--- src/design/swm_pkg.sv ---
// Shared definitions for the sliding window median unit.
// Holds the register map, parameter defaults and the cell control bundle.
// No dependencies.
package swm_pkg;

   // Parameter defaults
   localparam int MAX_WINDOW_DEF  = 64;
   localparam int SAMPLE_BITS_DEF = 32;

   // Register map: one 32-bit register per word, byte addresses 4*i
   localparam int CSR_ADDR_W = 3;
   localparam int CSR_DATA_W = 32;
   localparam int CSR_IDX_W  = CSR_ADDR_W - 2;

   localparam logic [CSR_IDX_W-1:0] REG_WINDOW_SIZE = 1'b0;

   // Window size register
   localparam int WINDOW_SIZE_W = 7;
   localparam logic [WINDOW_SIZE_W-1:0] WINDOW_SIZE_RESET = 7'd3;

   // Control bundle broadcast from the top level to every cell
   typedef struct packed {
      logic update;    // load the next value and age this cycle
      logic insert;    // a new sample joins the window, every entry ages
      logic force_le;  // no insertion: treat every entry as below the sample
      logic del_en;    // remove the oldest entry
   } swm_ctrl_type;

endpackage

--- src/design/swm_csr.sv ---
// Configuration register block of the sliding window median unit.
// APB-style write/read of the window size register; uses swm_pkg.
module swm_csr
   import swm_pkg::*;
(
   input  logic                     clock,
   input  logic                     reset,
   input  logic                     csr_psel,
   input  logic                     csr_penable,
   input  logic                     csr_pwrite,
   input  logic [CSR_ADDR_W-1:0]    csr_paddr,
   input  logic [CSR_DATA_W-1:0]    csr_pwdata,
   output logic [CSR_DATA_W-1:0]    csr_prdata,
   output logic                     csr_pready,
   output logic [WINDOW_SIZE_W-1:0] window_size
);

   logic [WINDOW_SIZE_W-1:0] window_size_ff;
   logic [WINDOW_SIZE_W-1:0] window_size_in;
   logic [CSR_IDX_W-1:0]     reg_idx;
   logic                     wr_en;

   assign csr_pready = 1'b1;
   assign reg_idx    = csr_paddr[CSR_ADDR_W-1:2];
   assign wr_en      = csr_psel && csr_penable && csr_pwrite && csr_pready;

   // Take the write data on the access cycle of a write transaction
   always_comb begin
      window_size_in = window_size_ff;
      if (wr_en && (reg_idx == REG_WINDOW_SIZE)) begin
         window_size_in = csr_pwdata[WINDOW_SIZE_W-1:0];
      end
   end

   always_ff @(posedge clock) begin
      if (reset) begin
         window_size_ff <= WINDOW_SIZE_RESET;
      end else begin
         window_size_ff <= window_size_in;
      end
   end

   // Read back the addressed register
   always_comb begin
      csr_prdata = '0;
      if (reg_idx == REG_WINDOW_SIZE) begin
         csr_prdata = CSR_DATA_W'(window_size_ff);
      end
   end

   assign window_size = window_size_ff;

endmodule

--- config.mk ---
export PLATFORM = sky130hd
export DESIGN_NAME = swm_csr
export DESIGN_NICKNAME = d
export VERILOG_FILES = /design/src/design/swm_pkg.sv /design/src/design/swm_csr.sv
export SDC_FILE = /design/constraint.sdc
export NUM_CORES = 1
export LEC_CHECK = 0
export BUFFER_PORTS_ARGS = -buffer_cell sky130_fd_sc_hd__buf_2
export CAP_MARGIN = 25
export CORE_MARGIN = 4
export CORE_UTILIZATION = 27
export DETAILED_ROUTE_END_ITERATION = 8
export PLACE_DENSITY_LB_ADDON = 0.3
export REMOVE_ABC_BUFFERS = 1
export SYNTH_ARGS = -nofsm -noshare
export SYNTH_HDL_FRONTEND = slang
export SYNTH_SLANG_ARGS = --single-unit
export TNS_END_PERCENT = 20
--- constraint.sdc ---
create_clock -name clock -period 0.8 [get_ports clock]
set_input_delay 0.12 -clock clock [delete_from_list [all_inputs] [get_ports clock]]
set_output_delay 0.12 -clock clock [all_outputs]
set_load 0.03 [all_outputs]
==> results of run 1 <==
==> per-layer routing <==
layer  vias to the layer above  wire length (um)  part of all wire (%)
li1                        215                 -                     -
met1                       184               418                    36
met2                        33               581                    50
met3                         0               170                    15
met4                         0                 0                     0
met5                         -                 0                     0
==> through the flow <==
| stage | cell area [um2] | setup slack (ps) | std cells | utilization [%] |
|---|---|---|---|---|
| finish | 788 | -231 | 124 | 39.4 |
| global route | 788 | -267 | 124 | 39.4 |
| CTS | 763 | -237 | 123 | 38.1 |
| floorplan | 457 | -105 | 62 | - |
| detailed placement | 643 | -124 | 118 | 32.1 |
| global placement | 643 | -102 | 118 | 32.1 |
==> Yosys cell counts (all sizes together) <==
cell type and number:
nor2 4, and4b 1, mux2i 7, buf 27
conb 2, clkbuf 1, and2b 7, nand2b 10
dfxtp 7
==> cell usage in the layout, fill, tap and decap left out, types with 3 or more instances in the layout <==
master	instances
dfxtp_2	7
buf_2	12
and2b_2	7
buf_6	16
buf_4	3
clkbuf_4	3
mux2i_1	7
nand2b_1	10
conb_1	26
nor2_1	4
==> kinds of logic after synthesis <==
family	Yosys count	share of synthesized area (%)
other cells	2	1.30
flops	7	24.3
buf+inv	28	36.4
simple gates	22	25.8
mux	7	12.1
==> worst min path at each step <==
stage / end / slack (ps)
floorplan: window_size[2] / 270
global placement: window_size[1] / 380
detailed placement: window_size[5] / 390
CTS: window_size[5] / 100
global route: window_size[1] / 130
finish: window_size[5] / 110
==> critical path: cells and delay by family, from the launching register on <==
| kind | cells | cell delay, ps |
|---|---|---|
| flops | 1 | 330 |
| simple gates | 1 | 190 |
| buf+inv | 1 | 130 |
==> repair_timing <==
| action | 4_1_cts | 5_1_grt |
|---|---|---|
| endpoints found under the setup margin | 14 | 14 |
| gates resized for setup | 32 | 6 |
| setup buffers | 1 | 1 |
| endpoints found under the hold margin | 0 | 0 |
==> area by class of cell <==
cell class | count | area [um2] | share of cell area (%)
Timing Repair Buffer | 31 | 263 | 33.3
Tap cell | 27 | 33.8 | 4.29
Multi-Input combinational cell | 55 | 317 | 40.2
Sequential cell | 7 | 149 | 18.9
Clock buffer | 4 | 26.3 | 3.33
==> where the power goes <==
part	internal, mW	total (mW)	switching, mW
clock network	0.191	0.334	0.142
logic	0.0906	0.329	0.239
registers	0.358	0.364	0.00618
total	0.640	1.03	0.387
==> run summary, run 1 <==
P_leak -> 0.402 nW
Worst R2R End -> window_size[3]
vias in the first global route -> 362
Remaining Overflow, GRT -> 0
min-delay src -> csr_pwdata[5]
GRT Total Usage -> 7.95%
Final Hold Viols -> 0
1st-pass router iterations -> 2
synth warn -> 0
largest net degree at the start of global routing -> 15
maximum capacitance violations -> 0
failing checks -> negative setup slack
critical path class -> flop to output pin
CTS tree -> yes
Critical Path Fanout Max -> 3
reg2reg start -> window_size[3]
Synth-to-Final Area Change -> 36.7%
synth top area cells -> buf_4 (34%), dfxtp_1 (24%), mux2i_1 (12%)
die height -> 54.2 um
VDD IR max -> 0.490 mV
Mean Syn Cell Area -> 8.74 um2
Inserted Diodes -> 0
Final setup viols -> 14
Layout fillers -> 222
Port-buffer cells -> 26
met1 GRT Util -> 8.77%
post-synthesis sequential area ratio -> 24.3%
Die ar. -> 2940 um2
max-slew violations -> 0
status -> complete, but fails checks
crit-path max cell delay -> 330 ps
period utilisation layout -> 129%
routing usage on met2 -> 12.0%
Worst Setup Start Kind -> flop
WL per Instance -> 9.44 um
cell accounting for the most synthesized area -> buf_4
gr busiest metal -> met2
H-tree depth -> 1
total clock sinks -> 7
total chip power -> 1.03 mW
DRC Markers -> 0
FF+latch count, synth -> 7
synth unique cells -> 10
routed via count -> 432
Avg Vias per Cell -> 3.48
Clk Latency, worst-skew pair -> 240 ps
Worst Skew -> 0 ps
Peak Freq -> 970 MHz
core box area -> 2000 um2
# rows -> 16
final setup margin -> -231 ps
required time worst endpoint -> 680 ps
Starting Density -> 28.8%
top cell type's share of synthesized area -> 33.8%
worst hold slack -> 109 ps
hold_buf cts -> 0
crit path cell chain -> and2b_2, buf_6
Post-layout nets -> 138
die width -> 54.2 um
first-pass GRT wire length -> 1590 um
Clock Tree Root -> clkbuf_4
FF-to-FF setup slack -> 130 ps
Routed Antenna Nets -> 0
synthesized instance count -> 66
Hold WC Path Type -> primary input to flop
routability congestion estimate -> 0.575
max FFs per register -> 7
CP endpoint kind -> output pin
initial antenna violation count -> 0
Critical-path top delay cell -> dfxtp_2
cts bufs inserted -> 3
Pwr Density -> 1300 nW/um2
final setup TNS -> -2010 ps
Worst Setup EP -> csr_prdata[6]
mapped cell area -> 577 um2
critical path arrival -> 910 ps
met3 usage in global routing -> 3.27%
layout cell share with drive strength beyond 1 -> 49.5%
Crit. Startpoint -> window_size[6]
reg2reg path depth -> 3
hold path depth -> 3
Final min period -> 1030 ps
Reg clk slew, reported paths -> 60 ps
Clock Path Buffers -> 2
DRT Wirelength -> 1170 um
I/O Pins -> 80
RSZ-0062 raised after global routing -> true
DR iter-0 viols -> 1
Power figures use the tool's default switching activity.
==> inputs of run 2 (changes only) <==
--- a/config.mk
+++ b/config.mk
@@ -5,7 +5,7 @@
 export SDC_FILE = /design/constraint.sdc
 export NUM_CORES = 1
 export LEC_CHECK = 0
-export BUFFER_PORTS_ARGS = -buffer_cell sky130_fd_sc_hd__buf_2
+export BUFFER_PORTS_ARGS = -buffer_cell sky130_fd_sc_hd__buf_4
 export CAP_MARGIN = 25
 export CORE_MARGIN = 4
 export CORE_UTILIZATION = 27
==> run 2 against run 1 <==
Effect of this change:
- the flow still finishes with violations (negative setup slack)
- non-clock buffer count grew 5
- critical path depth is the same
- cell count grew 4.0%
- largest power group unchanged
- maximum frequency grew 2.7%
- sequential power is essentially flat
- total power grew 1.1%
- final area grew 7.8%
- sequential share of layout area shrank 1.7 points
- highest routed layer unchanged
- utilization grew 3.1 points
==> run summary, run 2 (synthesized netlist as in run 1, its figures left out) <==
failing checks -> negative setup slack
Hold WC Path Type -> primary input to flop
layout cell share with drive strength beyond 1 -> 50.0% (+0.52 points)
Peak Freq -> 996 MHz (+2.7%)
worst hold slack -> 123 ps (+13.6 ps)
Critical Path Fanout Max -> 2 (-1)
power share of the clock group -> 31.0% (-1.5 points)
number of buffer and inverter stages on the critical path -> 1 (unchanged)
CP endpoint kind -> output pin
Worst Setup Start Kind -> flop
max FFs per register -> 7 (unchanged)
total clock sinks -> 7 (unchanged)
Clk Latency, worst-skew pair -> 250 ps (about the same)
crit-path max cell delay -> 310 ps (-20 ps)
P_leak -> 0.436 nW (+8.6%)
die width -> 54.2 um (unchanged)
I/O Pins -> 80 (unchanged)
Starting Density -> 28.8% (unchanged)
max-slew violations -> 0 (unchanged)
status -> complete, but fails checks
1st-pass router iterations -> 2 (unchanged)
critical path class -> flop to output pin
period utilisation layout -> 125% (-3.4 points)
Reg clk slew, reported paths -> 50 ps (about the same)
vias in the first global route -> 348 (-3.9%)
maximum capacitance violations -> 0 (unchanged)
Remaining Overflow, GRT -> 0 (unchanged)
H-tree depth -> 1 (unchanged)
Worst Skew -> 0 ps (unchanged)
Flop pwr share -> 34.8% (-0.7 points)
DR iter-0 viols -> 1 (unchanged)
Pint -> 0.661 mW (+3.3%)
hold_buf cts -> 0 (unchanged)
required time worst endpoint -> 680 ps (about the same)
first-pass GRT wire length -> 1610 um (+1.3%)
Avg Vias per Cell -> 3.55 (+1.9%)
total chip power -> 1.04 mW (+1.1%)
critical path arrival -> 880 ps (-30 ps)
Final Instance Count excl. Fillers -> 129 (+4.0%)
final setup margin -> -204 ps (+27.1 ps)
DRC Markers -> 0 (unchanged)
initial antenna violation count -> 0 (unchanged)
core box area -> 2000 um2 (unchanged)
WL per Instance -> 9.23 um (-2.2%)
DRT Wirelength -> 1190 um (+1.8%)
routability congestion estimate -> 0.563 (-2.1%)
P_sw -> 0.378 mW (-2.5%)
commonest cells after routing, fill and taps aside -> conb_1 (26), buf_4 (21), buf_6 (15)
Final Hold Viols -> 0 (unchanged)
combinational group share of total power -> 34.3% (+2.2 points)
commonest non-fill, non-tap cell in the layout -> conb_1
Synth-to-Final Area Change -> 47.3%
Final setup viols -> 14 (unchanged)
switch share -> 36.4% (-1.3 points)
GRT Total Usage -> 8.25% (+0.30 points)
total placed cells including tap cells -> 120 (+1.7%)
Critical-path top delay cell -> dfxtp_2
RSZ-0062 raised after global routing -> true
CTS tree -> yes
Pwr Density -> 1220 nW/um2 (-6.2%)
Routed Antenna Nets -> 0 (unchanged)
crit path cell chain -> and2b_2, buf_6
VDD IR max -> 0.800 mV (+63%)
Clock Tree Root -> clkbuf_4
# rows -> 16 (unchanged)
Clock Path Buffers -> 2 (unchanged)
largest net degree at the start of global routing -> 15 (unchanged)
crit-path leading delay family -> flip-flops
routed via count -> 458 (+6.0%)
Inserted Diodes -> 0 (unchanged)
Finished Core Util -> 42.4% (+3.1 points)
die height -> 54.2 um (unchanged)
cts bufs inserted -> 3 (unchanged)
Die ar. -> 2940 um2 (unchanged)
Final min period -> 1000 ps (-27.1 ps)
Post-layout nets -> 143 (+3.6%)
Port-buffer cells -> 26 (unchanged)
[run 2: changes by cell type in the layout (fill, tap and decap cells not counted), sizes merged]
cell and delta:
buf +5
[run 2: final timing paths]
kind         slack [ps]  cells after the start        endpoint           start
max                -200                      2   csr_prdata[3]  window_size[3]
min                 120                      3  window_size[0]   csr_pwdata[0]
max reg2reg          90                      3  window_size[1]  window_size[1]
min reg2reg         580                      3  window_size[6]  window_size[6]
[run 2: layout make-up]
cell class | count | area [um2]
clock buffers | 4 | 26.3
well taps | 27 | 33.8
multi-input cells | 55 | 317
fillers | 213 | 1150
flip-flops and latches | 7 | 146
repair buffers | 36 | 327
[run 2: what timing repair did]
item / in CTS / in global routing
setup endpoints to repair: 14 / 14
buffers inserted: 3 / 2
resized for setup: 17 / 3
[run 2: per-stage QoR]
| step | TNS, ps | setup WS [ps] | instance area (um2) |
|---|---|---|---|
| floorplan | -957 | -105 | 457 |
| global placement | -1040 | -102 | 723 |
| detailed placement | -1030 | -103 | 723 |
| CTS | -2340 | -218 | 823 |
| global route | -2910 | -248 | 850 |
| finish | -2300 | -204 | 850 |
[run 2: power by group through the flow]
stage	registers [mW]	logic, mW	clock network, mW
floorplan	0.384	0.219	0
detailed placement	0.369	0.332	0
finish	0.361	0.356	0.321
global route	0.361	0.380	0.381
CTS	0.361	0.350	0.337
global placement	0.368	0.331	0
[run 2: worst min-delay path, cell delays in order]
cell	delay (ps)
buf_4	80
nor2_1	30
mux2i_1	100
[run 2: routing by layer]
| metal | global-route usage [%] | vias up | part of all wire (%) | wire length (um) |
|---|---|---|---|---|
| met2 | 14.9 | 34 | 54 | 642 |
| li1 | - | 226 | - | - |
| met3 | 5.18 | 0 | 13 | 154 |
| met4 | 2.49 | 0 | 0 | 0 |
| met5 | 0 | - | 0 | 0 |
| met1 | 7.52 | 198 | 33 | 394 |
==> inputs of run 3 (changes only) <==
--- a/config.mk
+++ b/config.mk
@@ -7,11 +7,13 @@
 export LEC_CHECK = 0
 export BUFFER_PORTS_ARGS = -buffer_cell sky130_fd_sc_hd__buf_4
 export CAP_MARGIN = 25
+export CORE_ASPECT_RATIO = 1.2
 export CORE_MARGIN = 4
 export CORE_UTILIZATION = 27
 export DETAILED_ROUTE_END_ITERATION = 8
 export PLACE_DENSITY_LB_ADDON = 0.3
 export REMOVE_ABC_BUFFERS = 1
+export SLEW_MARGIN = 40
 export SYNTH_ARGS = -nofsm -noshare
 export SYNTH_HDL_FRONTEND = slang
 export SYNTH_SLANG_ARGS = --single-unit
==> run 3 against run 2 <==
Effect of this change:
- worst setup slack got worse by 1.5 ps
- critical path depth unchanged
- via count decreased by 0.44%
- maximum frequency is 0.15% lower
- critical path type unchanged
- register-to-register slack gained 20 ps
- clock-buffer cell count unchanged
- the flow still finishes with violations (negative setup slack)
- largest cell class unchanged
==> run summary, run 3 (synthesized netlist as in run 1, its figures left out) <==
Starting Density -> 28.1% (-0.67 points)
first-pass GRT wire length -> 1880 um (+17%)
cts bufs inserted -> 3 (unchanged)
total placed cells including tap cells -> 125 (+4.2%)
period utilisation layout -> 126% (+0.19 points)
RSZ-0062 raised after global routing -> true
crit path cell chain -> and2b_2, buf_6
WL per Instance -> 9.30 um (+0.71%)
Clock Tree Root -> clkbuf_4
max FFs per register -> 7 (unchanged)
largest net degree at the start of global routing -> 15 (unchanged)
layout cell share with drive strength beyond 1 -> 49.5% (-0.50 points)
CTS tree -> yes
routed via count -> 456 (-0.44%)
reg2reg path depth -> 3 (unchanged)
number of buffer and inverter stages on the critical path -> 1 (unchanged)
initial antenna violation count -> 0 (unchanged)
Post-layout nets -> 142 (-0.70%)
Hold WC Path Type -> primary input to flop
Pwr Density -> 1210 nW/um2 (-0.84%)
crit-path leading delay family -> flip-flops
Routed Antenna Nets -> 0 (unchanged)
Remaining Overflow, GRT -> 0 (unchanged)
status -> complete, but fails checks
Layout fillers -> 215 (+0.94%)
DRT Wirelength -> 1220 um (+2.3%)
Synth-to-Final Area Change -> 47.3% (unchanged)
Reg clk slew, reported paths -> 50 ps (about the same)
I/O Pins -> 80 (unchanged)
Peak Freq -> 995 MHz (-0.15%)
maximum capacitance violations -> 0 (unchanged)
Inserted Diodes -> 0 (unchanged)
crit-path max cell delay -> 320 ps (about the same)
die height -> 58.6 um (+8.1%)
Final setup viols -> 14 (unchanged)
Post-DP HPWL -> 1000 um
commonest cells after routing, fill and taps aside -> conb_1 (26), buf_4 (19), buf_6 (16)
Critical Path Stages -> 2 (unchanged)
required time worst endpoint -> 680 ps (about the same)
Critical-path top delay cell -> dfxtp_2
Clk Latency, worst-skew pair -> 240 ps (about the same)
Design Area, Final -> 850 um2 (unchanged)
DR iter-0 viols -> 2 (+1)
vias in the first global route -> 433 (+24%)
Clock Path Buffers -> 2 (unchanged)
Final Instance Count excl. Fillers -> 131 (+1.6%)
1st-pass router iterations -> 2 (unchanged)
total clock sinks -> 7 (unchanged)
routability congestion estimate -> 0.641 (+14%)
hold_buf cts -> 0 (unchanged)
Port-buffer cells -> 26 (unchanged)
final setup margin -> -205 ps (-1.51 ps)
# rows -> 18 (+2)
failing checks -> negative setup slack
commonest non-fill, non-tap cell in the layout -> conb_1
P_leak -> 0.433 nW (-0.78%)
CP endpoint kind -> output pin
critical path class -> flop to output pin
Final min period -> 1010 ps (+1.51 ps)
Avg Vias per Cell -> 3.48 (-2.0%)
VDD IR max -> 0.594 mV (-26%)
GRT Total Usage -> 8.44% (+0.19 points)
hold path depth -> 3 (unchanged)
H-tree depth -> 1 (unchanged)
Final Hold Viols -> 0 (unchanged)
DRC Markers -> 0 (unchanged)
Worst Setup Start Kind -> flop
max-slew violations -> 0 (unchanged)
Worst Skew -> 0 ps (unchanged)
Critical Path Fanout Max -> 3 (+1)
die width -> 50.2 um (-7.4%)
core box area -> 2050 um2 (+2.4%)
Die ar. -> 2940 um2 (+0.11%)
DP Area -> 742 um2 (+2.6%)
critical path arrival -> 890 ps (about the same)
-- run 3: report_power, final --
group	internal (mW)	switching (mW)
Combinational	0.112	0.244
Clock	0.190	0.122
Sequential	0.358	0.00413
-- run 3: worst register-to-register path, stage by stage, from the launching register on --
cell	delay, ps
dfxtp_2	320
buf_6	110
nor2_1	90
mux2i_1	70
-- run 3: repair_timing --
action / 4_1_cts / 5_1_grt
cloned: 0 / 0
endpoints found under the setup margin: 14 / 14
resized for setup: 17 / 4
setup buffers: 2 / 0
-- run 3: layout make-up --
type	count	area (um2)	area share, %
timing repair buffer	35	323	38.0
multi-input combinational	55	317	37.3
sequential	7	146	17.2
tap	30	37.5	4.42
clock buffer	4	26.3	3.09
-- run 3: through the flow --
step           TNS (ps)  util, %  setup slack [ps]  power (mW)  hold slack [ps]
5_1_grt           -2760     41.5              -252        1.11              133
3_5_place_dp      -1060     36.2              -122       0.704              394
6_report          -2160     41.5              -205        1.03              134
2_1_floorplan      -957        -              -105       0.603              275
3_3_place_gp      -1020     36.2              -101       0.701              377
4_1_cts           -2340     41.0              -217        1.05              130
-- run 3: final timing paths --
check | startpoint | end | slack [ps]
setup / recovery | window_size[1] | csr_prdata[1] | -210
hold / removal | csr_pwdata[1] | window_size[1] | 130
setup reg to reg | window_size[0] | window_size[0] | 110
hold reg to reg | window_size[1] | window_size[1] | 520
-- run 3: layer usage --
| metal | share of wire, % | track usage [%] | wire [um] | vias to the layer above |
|---|---|---|---|---|
| met1 | 37 | 9.75 | 453 | 201 |
| met5 | 0 | 0 | 0 | - |
| met3 | 14 | 3.04 | 169 | 0 |
| met2 | 49 | 14.0 | 595 | 32 |
| met4 | 0 | 3.56 | 0 | 0 |
| li1 | - | - | - | 223 |
