--- src/design/swm_pkg.sv ---
// Shared definitions for the sliding window median unit.
// Holds the register map, parameter defaults and the cell control bundle.
// No dependencies.
package swm_pkg;

   // Parameter defaults
   localparam int MAX_WINDOW_DEF  = 64;
   localparam int SAMPLE_BITS_DEF = 32;

   // Register map: one 32-bit register per word, byte addresses 4*i
   localparam int CSR_ADDR_W = 3;
   localparam int CSR_DATA_W = 32;
   localparam int CSR_IDX_W  = CSR_ADDR_W - 2;

   localparam logic [CSR_IDX_W-1:0] REG_WINDOW_SIZE = 1'b0;

   // Window size register
   localparam int WINDOW_SIZE_W = 7;
   localparam logic [WINDOW_SIZE_W-1:0] WINDOW_SIZE_RESET = 7'd3;

   // Control bundle broadcast from the top level to every cell
   typedef struct packed {
      logic update;    // load the next value and age this cycle
      logic insert;    // a new sample joins the window, every entry ages
      logic force_le;  // no insertion: treat every entry as below the sample
      logic del_en;    // remove the oldest entry
   } swm_ctrl_type;

endpackage

--- src/design/swm_cell.sv ---
// One cell of the sorted window: holds a sample and its age.
// Compares against the new sample and takes its next entry from itself,
// a neighbour or the new sample; uses swm_pkg.
module swm_cell
   import swm_pkg::*;
#(
   parameter int SAMPLE_BITS = SAMPLE_BITS_DEF,
   parameter int AGE_W       = 6,
   parameter int CNT_W       = 7,
   parameter int IDX         = 0
) (
   input  logic                   clock,
   input  swm_ctrl_type           ctrl,
   input  logic [CNT_W-1:0]       fill,
   input  logic [SAMPLE_BITS-1:0] sample,
   input  logic                   prev_le,
   input  logic                   prev_dp,
   input  logic [SAMPLE_BITS-1:0] prev_val,
   input  logic [AGE_W-1:0]       prev_age,
   input  logic                   next_le,
   input  logic [SAMPLE_BITS-1:0] next_val,
   input  logic [AGE_W-1:0]       next_age,
   output logic                   le,
   output logic                   dp,
   output logic [SAMPLE_BITS-1:0] val,
   output logic [AGE_W-1:0]       age
);

   logic [SAMPLE_BITS-1:0] val_ff;
   logic [SAMPLE_BITS-1:0] val_in;
   logic [AGE_W-1:0]       age_ff;
   logic [AGE_W-1:0]       age_in;
   logic [AGE_W-1:0]       sel_age;
   logic [AGE_W-1:0]       oldest_age;
   logic                   valid;
   logic                   is_oldest;
   logic                   take_new;

   assign valid      = CNT_W'(IDX) < fill;
   assign oldest_age = AGE_W'(fill - CNT_W'(1));

   // Entry sorts at or below the new sample (equal values stay older-first)
   assign le = ctrl.force_le ||
               (valid && ($signed(val_ff) <= $signed(sample)));

   // Mark the oldest entry and everything above it for a shift down
   assign is_oldest = ctrl.del_en && valid && (age_ff == oldest_age);
   assign dp        = prev_dp || is_oldest;

   // Pick the next entry: keep, take from a neighbour, or take the new sample
   always_comb begin
      take_new = 1'b0;
      val_in   = val_ff;
      sel_age  = age_ff;
      if (le) begin
         if (dp) begin
            if (next_le) begin
               val_in  = next_val;
               sel_age = next_age;
            end else begin
               take_new = 1'b1;
            end
         end
      end else begin
         if (!prev_dp) begin
            if (prev_le) begin
               take_new = 1'b1;
            end else begin
               val_in  = prev_val;
               sel_age = prev_age;
            end
         end
      end
      if (take_new) begin
         val_in = sample;
         age_in = '0;
      end else if (ctrl.insert) begin
         age_in = sel_age + AGE_W'(1);
      end else begin
         age_in = sel_age;
      end
   end

   // Hold the entry unless the window moves this cycle
   always_ff @(posedge clock) begin
      if (ctrl.update) begin
         val_ff <= val_in;
         age_ff <= age_in;
      end
   end

   assign val = val_ff;
   assign age = age_ff;

endmodule

--- config.mk ---
export PLATFORM = sky130hd
export DESIGN_NAME = swm_cell
export DESIGN_NICKNAME = d
export VERILOG_FILES = /design/src/design/swm_pkg.sv /design/src/design/swm_cell.sv
export SDC_FILE = /design/constraint.sdc
export NUM_CORES = 1
export LEC_CHECK = 0
export ABC_AREA = 1
export BUFFER_PORTS_ARGS = -buffer_cell sky130_fd_sc_hd__buf_2
export CAP_MARGIN = 20
export CORE_MARGIN = 1
export CORE_UTILIZATION = 48
export DETAILED_ROUTE_END_ITERATION = 8
export PLACE_DENSITY = 0.95
export SYNTH_ARGS = -nofsm -noshare
export SYNTH_HDL_FRONTEND = slang
export SYNTH_SLANG_ARGS = --single-unit
--- constraint.sdc ---
create_clock -name clock -period 5.6 [get_ports clock]
set_input_delay 0.84 -clock clock [delete_from_list [all_inputs] [get_ports clock]]
set_output_delay 0.84 -clock clock [all_outputs]
set_load 0.02 [all_outputs]
==> results of run 1 <==
registers in the layout (all words and copies together), names as in the netlist:
register and count:
age 6, val 32
synth_stat cells (2+ instances only):
cell      number  area, um^2
xnor2_1        3        26.3
nand2_4        3        33.8
o21a_1         2        15.0
nor2_2         4        25.0
nand3_1       10        50.1
clkbuf_1       4        15.0
edfxtp_1      38        1140
ha_1          33         413
nor2_1        24        90.1
a21oi_1       22         110
clkbuf_2       2        10.0
nand2_1      209         785
inv_1         55         206
xor2_1         3        26.3
o21ai_2        5        43.8
o21ai_1       22         110
buf_2          6        30.0
nand4_1        5        31.3
nand3_2        2        20.0
o21ai_0       14        70.1
nand2_2        4        25.0
buf_6          3        33.8
area by class of cell:
| class | instances | share of cell area [%] |
|---|---|---|
| multi-input cells | 373 | 44.9 |
| flip-flops and latches | 38 | 26.0 |
| repair buffers | 164 | 19.6 |
| inverters | 57 | 4.94 |
| well taps | 96 | 2.74 |
| clock buffers | 6 | 1.66 |
| clock inverters | 2 | 0.200 |
cells in the final DEF (no fill, tap or decap), types with 10 or more instances in the layout:
cell type and instances:
ha_1 33, nor2_1 24, o21ai_0 14, inv_1 55, nand3_1 10, buf_2 162
a21oi_1 22, edfxtp_1 38, o21ai_1 22, nand2_1 209
power by group:
part | switching, mW | internal (mW) | total [mW]
Sequential | 0.0229 | 0.364 | 0.387
Combinational | 0.269 | 0.163 | 0.431
Clock | 0.0936 | 0.0857 | 0.179
worst min-delay path, stage by stage:
cell	delay [ns]
buf_2	0.12
nand2_1	0.05
nand2_1	0.05
metrics by stage:
stage                     util [%]  setup slack [ns]  std cells
after floorplan                  -             0.665        484
after global placement        62.3              1.40        726
after detailed placement      62.3              1.26        726
after CTS                     63.5              1.53        734
after global routing          64.2              1.66        736
final                         64.2              1.87        736
logic make-up (layout without fill, tap and decap cells):
group / count (synthesis) / count (layout) / synth area share (%)
AO/OA/AOI/OAI: 69 / 69 / 11.3
XOR/XNOR: 7 / 7 / 2.02
adder cells (fa/ha/maj): 33 / 33 / 12.1
buffers and inverters: 73 / 229 / 9.17
flip-flops: 38 / 38 / 33.5
AND/OR/NAND/NOR: 264 / 264 / 32.0
routing by layer:
metal / wire length (um) / GRT usage (%)
met5: 0 / 0
met4: 109 / 4.85
met3: 573 / 3.14
met2: 4540 / 46.2
met1: 3960 / 29.6
how the worst max path moves through the flow:
stage                     startpoint  cells after the start           endpoint
final                     sample[23]                     16  val[20]$_DFFE_PP_
after global routing      sample[23]                     16  val[17]$_DFFE_PP_
after CTS                 sample[23]                     15  val[23]$_DFFE_PP_
after detailed placement  sample[23]                     15  val[21]$_DFFE_PP_
after global placement    sample[31]                     17  val[11]$_DFFE_PP_
after floorplan           sample[31]                     14   val[0]$_DFFE_PP_
==> results.md, run 1 <==
- Status: complete, no violations
- Hold_sp: sample[0]
- Wirelength per Cell: 12.5 um
- Slew of the pin with the lowest slew margin: 0.590 ns
- Post-Syn Nets: 640
- Row cnt: 30
- Reg2reg start: val[23]$_DFFE_PP_
- Slew headroom: 60.5%
- Required @ worst endpoint: 5.58 ns
- Initial DRC Count: 128
- Area after DPL: 4260 um^2
- Core region area: 6830 um^2
- # DRC: 0
- H-tree depth: 2
- Sequential cell area: 1140 um^2
- Setup Skew: 0.00764 ns
- Ys async rst share: 0%
- Multi-input logic area: 1970 um^2
- Total design power: 0.998 mW
- Worst vdd ir: 0.123 mV
- HP Class: input port to register
- Setup TNS: 0 ns
- GRT overflow: 0
- RSZ-0062 raised after global routing: no
- Post-route ant nets: 0
- Port-buffer cells: 162
- Period utilisation layout: 66.6%
- Detailed placer's ending HPWL: 7320 um
- Worst Setup End Kind: register
- Vias per cell: 5.02
- Fmax: 268 MHz
- Crit path kind: input port to register
- CP delay by family, top: simple AND/OR/NAND/NOR gates
- Hold WS: 0.881 ns
- Max-cap violations: 0
- P_leak: 2.47 nW
- R2R depth: 14
- Top-Level Pins: 163
- Die H: 86.3 um
- Die ar.: 7440 um^2
- # diodes: 0
- Antenna violations before repair: 0
- Die width: 86.3 um
- Filler cells: 626
- Reg2reg setup slack: 2.13 ns
- Pwr/cell area: 228 nW/um^2
- Post-layout min period: 3.73 ns
- Final slew viol count: 0
- Hold endpoint: val[0]$_DFFE_PP_
- Avg Cell Area, Syn: 7.04 um^2
- Largest net degree at the start of global routing: 70
- Ratio of cells with drive above 1 in the final layout: 30.3%
- Cells after Synth: 484
- Root buf cell: clkbuf_8
- Worst-path maximum fanout: 40
- Vias: 3,693
- Ys flop type: edfxtp_1
- CP peak stage delay: 0.41 ns
- CTS buffer count: 5
- Resized cells post-CTS: 0
- CTS Hold Buffers Added: 0
- First-pass GRT wire length: 14,600 um
- Critical-path cell list: buf_2, inv_1, ha_1, nand2_1, nor2_1, nand4_1, nor2_2, nand2_1, nand3_1, nand3_2, nand2_4, nand2_4, inv_4, nand2_2, a21boi_4, buf_16
- # setup viols final: 0
- Initial DRT Pass Iterations: 4
- Netlist cell types: 33
- Hold path cells: 3
- WP buf/inv: 4
- Worst skew pair latency: 0.28 ns
- Reg2reg end: val[20]$_DFFE_PP_
- Post-synth EDFFs: 38
- YS warnings: 0
- Clock-pin slew on the worst setup and hold paths: 0.08 ns
- Routability cong.: 0.966
- Final hold violations: 0
- Clk buf depth: 2
- Post-CTS Repair Setup Buffers: 0
- CP startpoint kind: input port
- GR Util All Layers: 24.4%
- Crit path DAT: 3.72 ns
- Slowest CP cell: a21boi_4
- Mapped Area: 3410 um^2
- Nets: 795
- Area Overhead vs Synth: 28.6%
- Starting Density: 49.9%
- CTS tree: yes
- Finished Cell Area: 4380 um^2
- Clock Sink Count: 38
- Sequential element share of the synthesized area: 33.5%
- Number of synthesized register bits: 38
- Routed WL: 9180 um
- Vias in the first global route: 3,487
No activity file was read; power rests on OpenSTA's default activity.
==> run 2, diff against run 1 <==
==> constraint.sdc (replaced) <==
create_clock -name clock -period 3.5 [get_ports clock]
set_input_delay 0.525 -clock clock [delete_from_list [all_inputs] [get_ports clock]]
set_output_delay 0.525 -clock clock [all_outputs]
set_load 0.02 [all_outputs]
==> run 2 against run 1 <==
  * First-iteration DRC count fell by 2.3%
  * Global-route usage fell by 0.39 points
  * Combinational power increased by 59%
  * Sequential power grew 60%
  * Via count fell by 1.5%
  * Clock skew grew 0.0057 ns
  * Core utilization rose by 0.24 points
  * Critical path depth is 5 lower
  * Hold slack got worse by 0.32 ns
  * Flip-flop and latch count unchanged
==> results.md, run 2 (synthesis results as in run 1) <==
- Setup Skew: 0.0134 ns (+0.00574 ns)
- Finished Cell Area: 4400 um^2 (+0.37%)
- Routed WL: 9010 um (-1.9%)
- GR Util All Layers: 24.0% (-0.39 points)
- RSZ-0062 raised after global routing: no
- Hold WS: 0.558 ns (-0.324 ns)
- Die ar.: 7440 um^2 (unchanged)
- Required @ worst endpoint: 2.97 ns (-2.61 ns)
- First-pass GRT wire length: 14,300 um (-1.9%)
- Worst Setup End Kind: output pin
- Fmax: 318 MHz
- Filler cells: 650 (+3.8%)
- # diodes: 0 (unchanged)
- H-tree depth: 2 (unchanged)
- Area Overhead vs Synth: 29.1%
- Detailed placer's ending HPWL: 7260 um (-0.83%)
- Worst-path maximum fanout: 25 (-38%)
- Clock-pin slew on the worst setup and hold paths: 0.09 ns (about the same)
- Most common cell after layout, fill and taps aside: nand2_1
- CP startpoint kind: register
- Hold_sp: sample[0]
- Starting Density: 49.9% (unchanged)
- Post-CTS Repair Setup Buffers: 0 (unchanged)
- Die width: 86.3 um (unchanged)
- Vias: 3,638 (-1.5%)
- Worst vdd ir: 0.194 mV (+59%)
- Final core occ: 64.4% (+0.24 points)
- Reg2reg setup slack: 0.44 ns (-1.69 ns)
- Largest net degree at the start of global routing: 64 (-8.6%)
- Top-Level Pins: 163 (unchanged)
- Initial DRT Pass Iterations: 4 (unchanged)
- Setup TNS: 0 ns (unchanged)
- Placed Cells: 730 (+0.55%)
- Antenna violations before repair: 0 (unchanged)
- Vias per cell: 4.93 (-1.8%)
- Slew headroom: 59.8% (-0.71 points)
- Worst skew pair latency: 0.30 ns (+0.02 ns)
- Status: complete, no violations
- Vias in the first global route: 3,388 (-2.8%)
- Wirelength per Cell: 12.2 um (-2.2%)
- Hold endpoint: val[0]$_DFFE_PP_
- Ratio of cells with drive above 1 in the final layout: 30.8% (+0.53 points)
- Fin cells: 738 (+0.27%)
- Clock Sink Count: 38 (unchanged)
- Final hold violations: 0 (unchanged)
- Row cnt: 30 (unchanged)
- Crit path kind: register to output pin
- Most frequent cells in the layout: 209 x nand2_1, 162 x buf_2, 55 x inv_1
- Max FFs per register: 32 (unchanged)
- Slew of the pin with the lowest slew margin: 0.601 ns (+0.0107 ns)
- Clk buf depth: 2 (unchanged)
- CTS Hold Buffers Added: 0 (unchanged)
- Reg2reg start: val[31]$_DFFE_PP_
- P_leak: 2.47 nW (+0.32%)
- Die H: 86.3 um (unchanged)
- # DRC: 0 (unchanged)
- Port-buffer cells: 162 (unchanged)
- Root buf cell: clkbuf_8
- Final slew viol count: 0 (unchanged)
- Post-layout min period: 3.14 ns
- HP Class: input port to register
- GRT overflow: 0 (unchanged)
- CTS tree: yes
- Max-cap violations: 0 (unchanged)
- Period utilisation layout: 89.7%
- Reg2reg end: val[12]$_DFFE_PP_
- Routability cong.: 0.930 (-3.8%)
- Initial DRC Count: 125 (-2.3%)
- Core region area: 6830 um^2 (unchanged)
- Crit path DAT: 2.62 ns (-1.10 ns)
- Pwr/cell area: 368 nW/um^2 (+62%)
- Nets: 797 (+0.25%)
- CTS buffer count: 5 (unchanged)
- R2R depth: 17 (+3)
- Hold path cells: 3 (unchanged)
- Resized cells post-CTS: 0 (unchanged)
- # setup viols final: 0 (unchanged)
- Post-route ant nets: 0 (unchanged)
- Area after DPL: 4310 um^2 (+1.3%)
-- run 2: per-layer routing --
metal / track usage, % / up-vias / share of wire, %
li1: - / 1869 / -
met2: 45.5 / 136 / 51
met5: 0 / - / 0
met4: 6.82 / 0 / 1.1
met3: 3.71 / 8 / 5.4
met1: 27.9 / 1625 / 42
-- run 2: how the worst max path moves through the flow --
stage | start | to | slack [ns]
finish | val[31]$_DFFE_PP_ | le | 0.36
CTS | val[31]$_DFFE_PP_ | le | 0.33
floorplan | sample[31] | val[0]$_DFFE_PP_ | 0.33
detailed placement | sample[31] | val[2]$_DFFE_PP_ | 0.19
global route | val[23]$_DFFE_PP_ | le | 0.08
global placement | sample[31] | val[11]$_DFFE_PP_ | 0.22
-- run 2: critical path, stage by stage (launching register included) --
cell and delay (ns):
edfxtp_1 0.41, ha_1 0.35, a21oi_1 0.14, o21a_1 0.13, nand2_1 0.05, a21oi_1 0.19
nand3_1 0.13, nand3_2 0.11, nand2_4 0.07, nand2_4 0.26, buf_4 0.28, buf_2 0.20
-- run 2: report_power, final --
| part | total (mW) | leakage [nW] | internal [mW] | switching [mW] |
|---|---|---|---|---|
| Clock | 0.313 | 0.0441 | 0.140 | 0.173 |
| Combinational | 0.687 | 2.07 | 0.262 | 0.425 |
| Sequential | 0.618 | 0.363 | 0.583 | 0.0357 |
| Total | 1.62 | 2.47 | 0.985 | 0.633 |
-- run 2: final cells by class --
cell class / count / area [um^2] / area share (%)
multi-input combinational: 373 / 1970 / 44.7
sequential: 38 / 1140 / 25.9
timing repair buffer: 166 / 866 / 19.7
inverter: 57 / 216 / 4.92
tap: 96 / 120 / 2.73
clock buffer: 5 / 68.8 / 1.56
clock inverter: 3 / 21.3 / 0.483
-- run 2: per-stage QoR --
stage,total power [mW],setup WS (ns)
global route,1.73,0.0777
global placement,1.28,0.219
finish,1.62,0.359
detailed placement,1.32,0.192
floorplan,1.09,0.332
CTS,1.63,0.331
==> run 3, diff against run 2 <==
--- a/config.mk
+++ b/config.mk
@@ -9,8 +9,10 @@
 export BUFFER_PORTS_ARGS = -buffer_cell sky130_fd_sc_hd__buf_2
 export CAP_MARGIN = 20
 export CORE_MARGIN = 1
-export CORE_UTILIZATION = 48
+export CORE_UTILIZATION = 49
+export CTS_BUF_LIST = sky130_fd_sc_hd__clkbuf_2
 export DETAILED_ROUTE_END_ITERATION = 8
+export GPL_TIMING_DRIVEN = 0
 export PLACE_DENSITY = 0.95
 export SYNTH_ARGS = -nofsm -noshare
 export SYNTH_HDL_FRONTEND = slang
==> run 3 against run 2 <==
  * Die area down 2.0%
  * First-iteration DRC count rose by 25%
  * Clock skew grew 0.010 ns
  * Worst setup slack better by 0.10 ns
  * Maximum frequency increased by 3.3%
  * Hold slack worse by 0.095 ns
  * Final cell count shrank 0.68%
==> results.md, run 3 (synthesis results as in run 1) <==
- Max FFs per register: 32 (unchanged)
- Required @ worst endpoint: 2.97 ns (about the same)
- Crit path DAT: 2.51 ns (-0.11 ns)
- Total design power: 1.61 mW (-0.75%)
- Fmax: 329 MHz (+3.3%)
- Worst skew pair latency: 0.38 ns (+0.08 ns)
- Crit path kind: register to output pin
- CP startpoint kind: register
- Reg2reg end: val[26]$_DFFE_PP_
- Die ar.: 7300 um^2 (-2.0%)
- GR Util All Layers: 26.1% (+2.0 points)
- Vias per cell: 5.06 (+2.7%)
- Vias: 3,712 (+2.0%)
- Ratio of cells with drive above 1 in the final layout: 31.4% (+0.55 points)
- Detailed placer's ending HPWL: 7740 um (+6.6%)
- Row cnt: 30 (unchanged)
- CTS buffer count: 5 (unchanged)
- Max-cap violations: 0 (unchanged)
- R2R depth: 15 (-2)
- Hold WS: 0.463 ns (-0.0947 ns)
- Most common cell after layout, fill and taps aside: nand2_1
- Critical-path cell list: ha_1, nand2_1, nor2_2, nand2_1, nor2_2, nand2_1, nand2_1, nand2_1, nand3_2, nand2_4, nand2_4, buf_6, buf_2
- Slew headroom: 55.9% (-3.9 points)
- Worst-path maximum fanout: 19 (-24%)
- Slew of the pin with the lowest slew margin: 0.660 ns (+0.0585 ns)
- # DRC: 0 (unchanged)
- Status: complete, no violations
- Critical Path End: le
- Post-route ant nets: 0 (unchanged)
- Wirelength per Cell: 12.8 um (+5.2%)
- Filler cells: 624 (-4.0%)
- Port-buffer cells: 161 (-0.62%)
- Area Overhead vs Synth: 29.5%
- Clock Sink Count: 38 (unchanged)
- Initial DRT Pass Iterations: 4 (unchanged)
- Multi-input logic area: 1970 um^2 (unchanged)
- Root buf cell: clkbuf_2
- Sequential cell area: 1140 um^2 (unchanged)
- HP Class: input port to register
- Vias in the first global route: 3,575 (+5.5%)
- Worst vdd ir: 0.188 mV (-3.0%)
- Die width: 85.4 um (-1.0%)
- # setup viols final: 0 (unchanged)
- # diodes: 0 (unchanged)
- First-pass GRT wire length: 15,100 um (+5.2%)
- Routability cong.: 0.921 (-0.97%)
- Clk buf depth: 2 (unchanged)
- Clock-pin slew on the worst setup and hold paths: 0.20 ns (+0.11 ns)
- Final slew viol count: 0 (unchanged)
- Pwr/cell area: 364 nW/um^2 (-1.1%)
- Resized cells post-CTS: 0 (unchanged)
- Worst Setup End Kind: output pin
- Nets: 808 (+1.4%)
- Slowest CP cell: edfxtp_1
- Post-layout min period: 3.04 ns (-0.101 ns)
- Routed WL: 9410 um (+4.5%)
- Post-CTS Repair Setup Buffers: 0 (unchanged)
- Final core occ: 65.3% (+0.92 points)
- Starting Density: 50.5% (+0.55 points)
- CTS tree: yes
- Most frequent CP cell: nand2_1
- Largest net degree at the start of global routing: 18 (-72%)
- CTS Hold Buffers Added: 0 (unchanged)
- Reg2reg start: val[15]$_DFFE_PP_
- Reg2reg setup slack: 0.48 ns (+0.04 ns)
- CP peak stage delay: 0.44 ns (+0.03 ns)
- RSZ-0062 raised after global routing: no
- Area after DPL: 4350 um^2 (+1.0%)
- Core region area: 6760 um^2 (-1.1%)
- Most frequent cells in the layout: 209 x nand2_1, 166 x buf_2, 55 x inv_1
- Period utilisation layout: 86.8% (-2.9 points)
- Finished Cell Area: 4410 um^2 (+0.31%)
- Die H: 85.4 um (-1.0%)
- Final hold violations: 0 (unchanged)
- Setup Skew: 0.0238 ns (+0.0104 ns)
- GRT overflow: 0 (unchanged)
- Antenna violations before repair: 0 (unchanged)
- Crit path from: val[31]$_DFFE_PP_
- P_leak: 2.51 nW (+1.3%)
- Initial DRC Count: 156 (+25%)
- H-tree depth: 2 (unchanged)
- Top-Level Pins: 163 (unchanged)
[run 3: layout make-up]
cell class	count	share of cell area [%]
plain buffers	15	2.07
clock buffers	7	0.794
clock inverters	1	0.680
inverters	57	4.90
multi-input cells	373	44.6
flip-flops and latches	38	25.9
well taps	80	2.27
repair buffers	162	18.9
[run 3: power by group]
part	internal, mW	switching, mW
clock network	0.127	0.149
logic	0.273	0.439
registers	0.582	0.0343
[run 3: metrics by stage]
step | setup WS [ns] | setup TNS, ns | cells
6_report | 0.460 | 0 | 733
5_1_grt | 0.184 | 0 | 733
3_3_place_gp | -0.370 | -11.81 | 725
2_1_floorplan | 0.332 | 0 | 484
4_1_cts | 0.232 | 0 | 734
3_5_place_dp | 0.194 | 0 | 726
[run 3: per-layer routing]
layer	global-route usage (%)	wire, um	share of wire, %
met5	0	0	0
met4	6.36	122	1.3
met3	4.77	588	6.3
met1	29.5	3780	40
met2	50.1	4910	52
[run 3: worst min-delay path by stage]
stage               from                    to  slack, ns  depth (start not counted)
5_1_grt          ctrl[3]  age[5]$_SDFFCE_PP0P_       0.42                          1
3_3_place_gp   sample[0]      val[0]$_DFFE_PP_       0.83                          3
4_1_cts          ctrl[3]  age[1]$_SDFFCE_PP0P_       0.44                          1
3_5_place_dp   sample[0]      val[0]$_DFFE_PP_       0.84                          3
6_report         ctrl[3]  age[1]$_SDFFCE_PP0P_       0.46                          1
2_1_floorplan    ctrl[3]  age[0]$_SDFFCE_PP0P_       0.64                          0
[run 3: critical path: cells and delay by family, from the launching register on]
family        cells  cell delay [ns]
buf+inv           2             0.39
simple gates     10             0.95
flops             1             0.44
fa+ha+maj         1             0.35
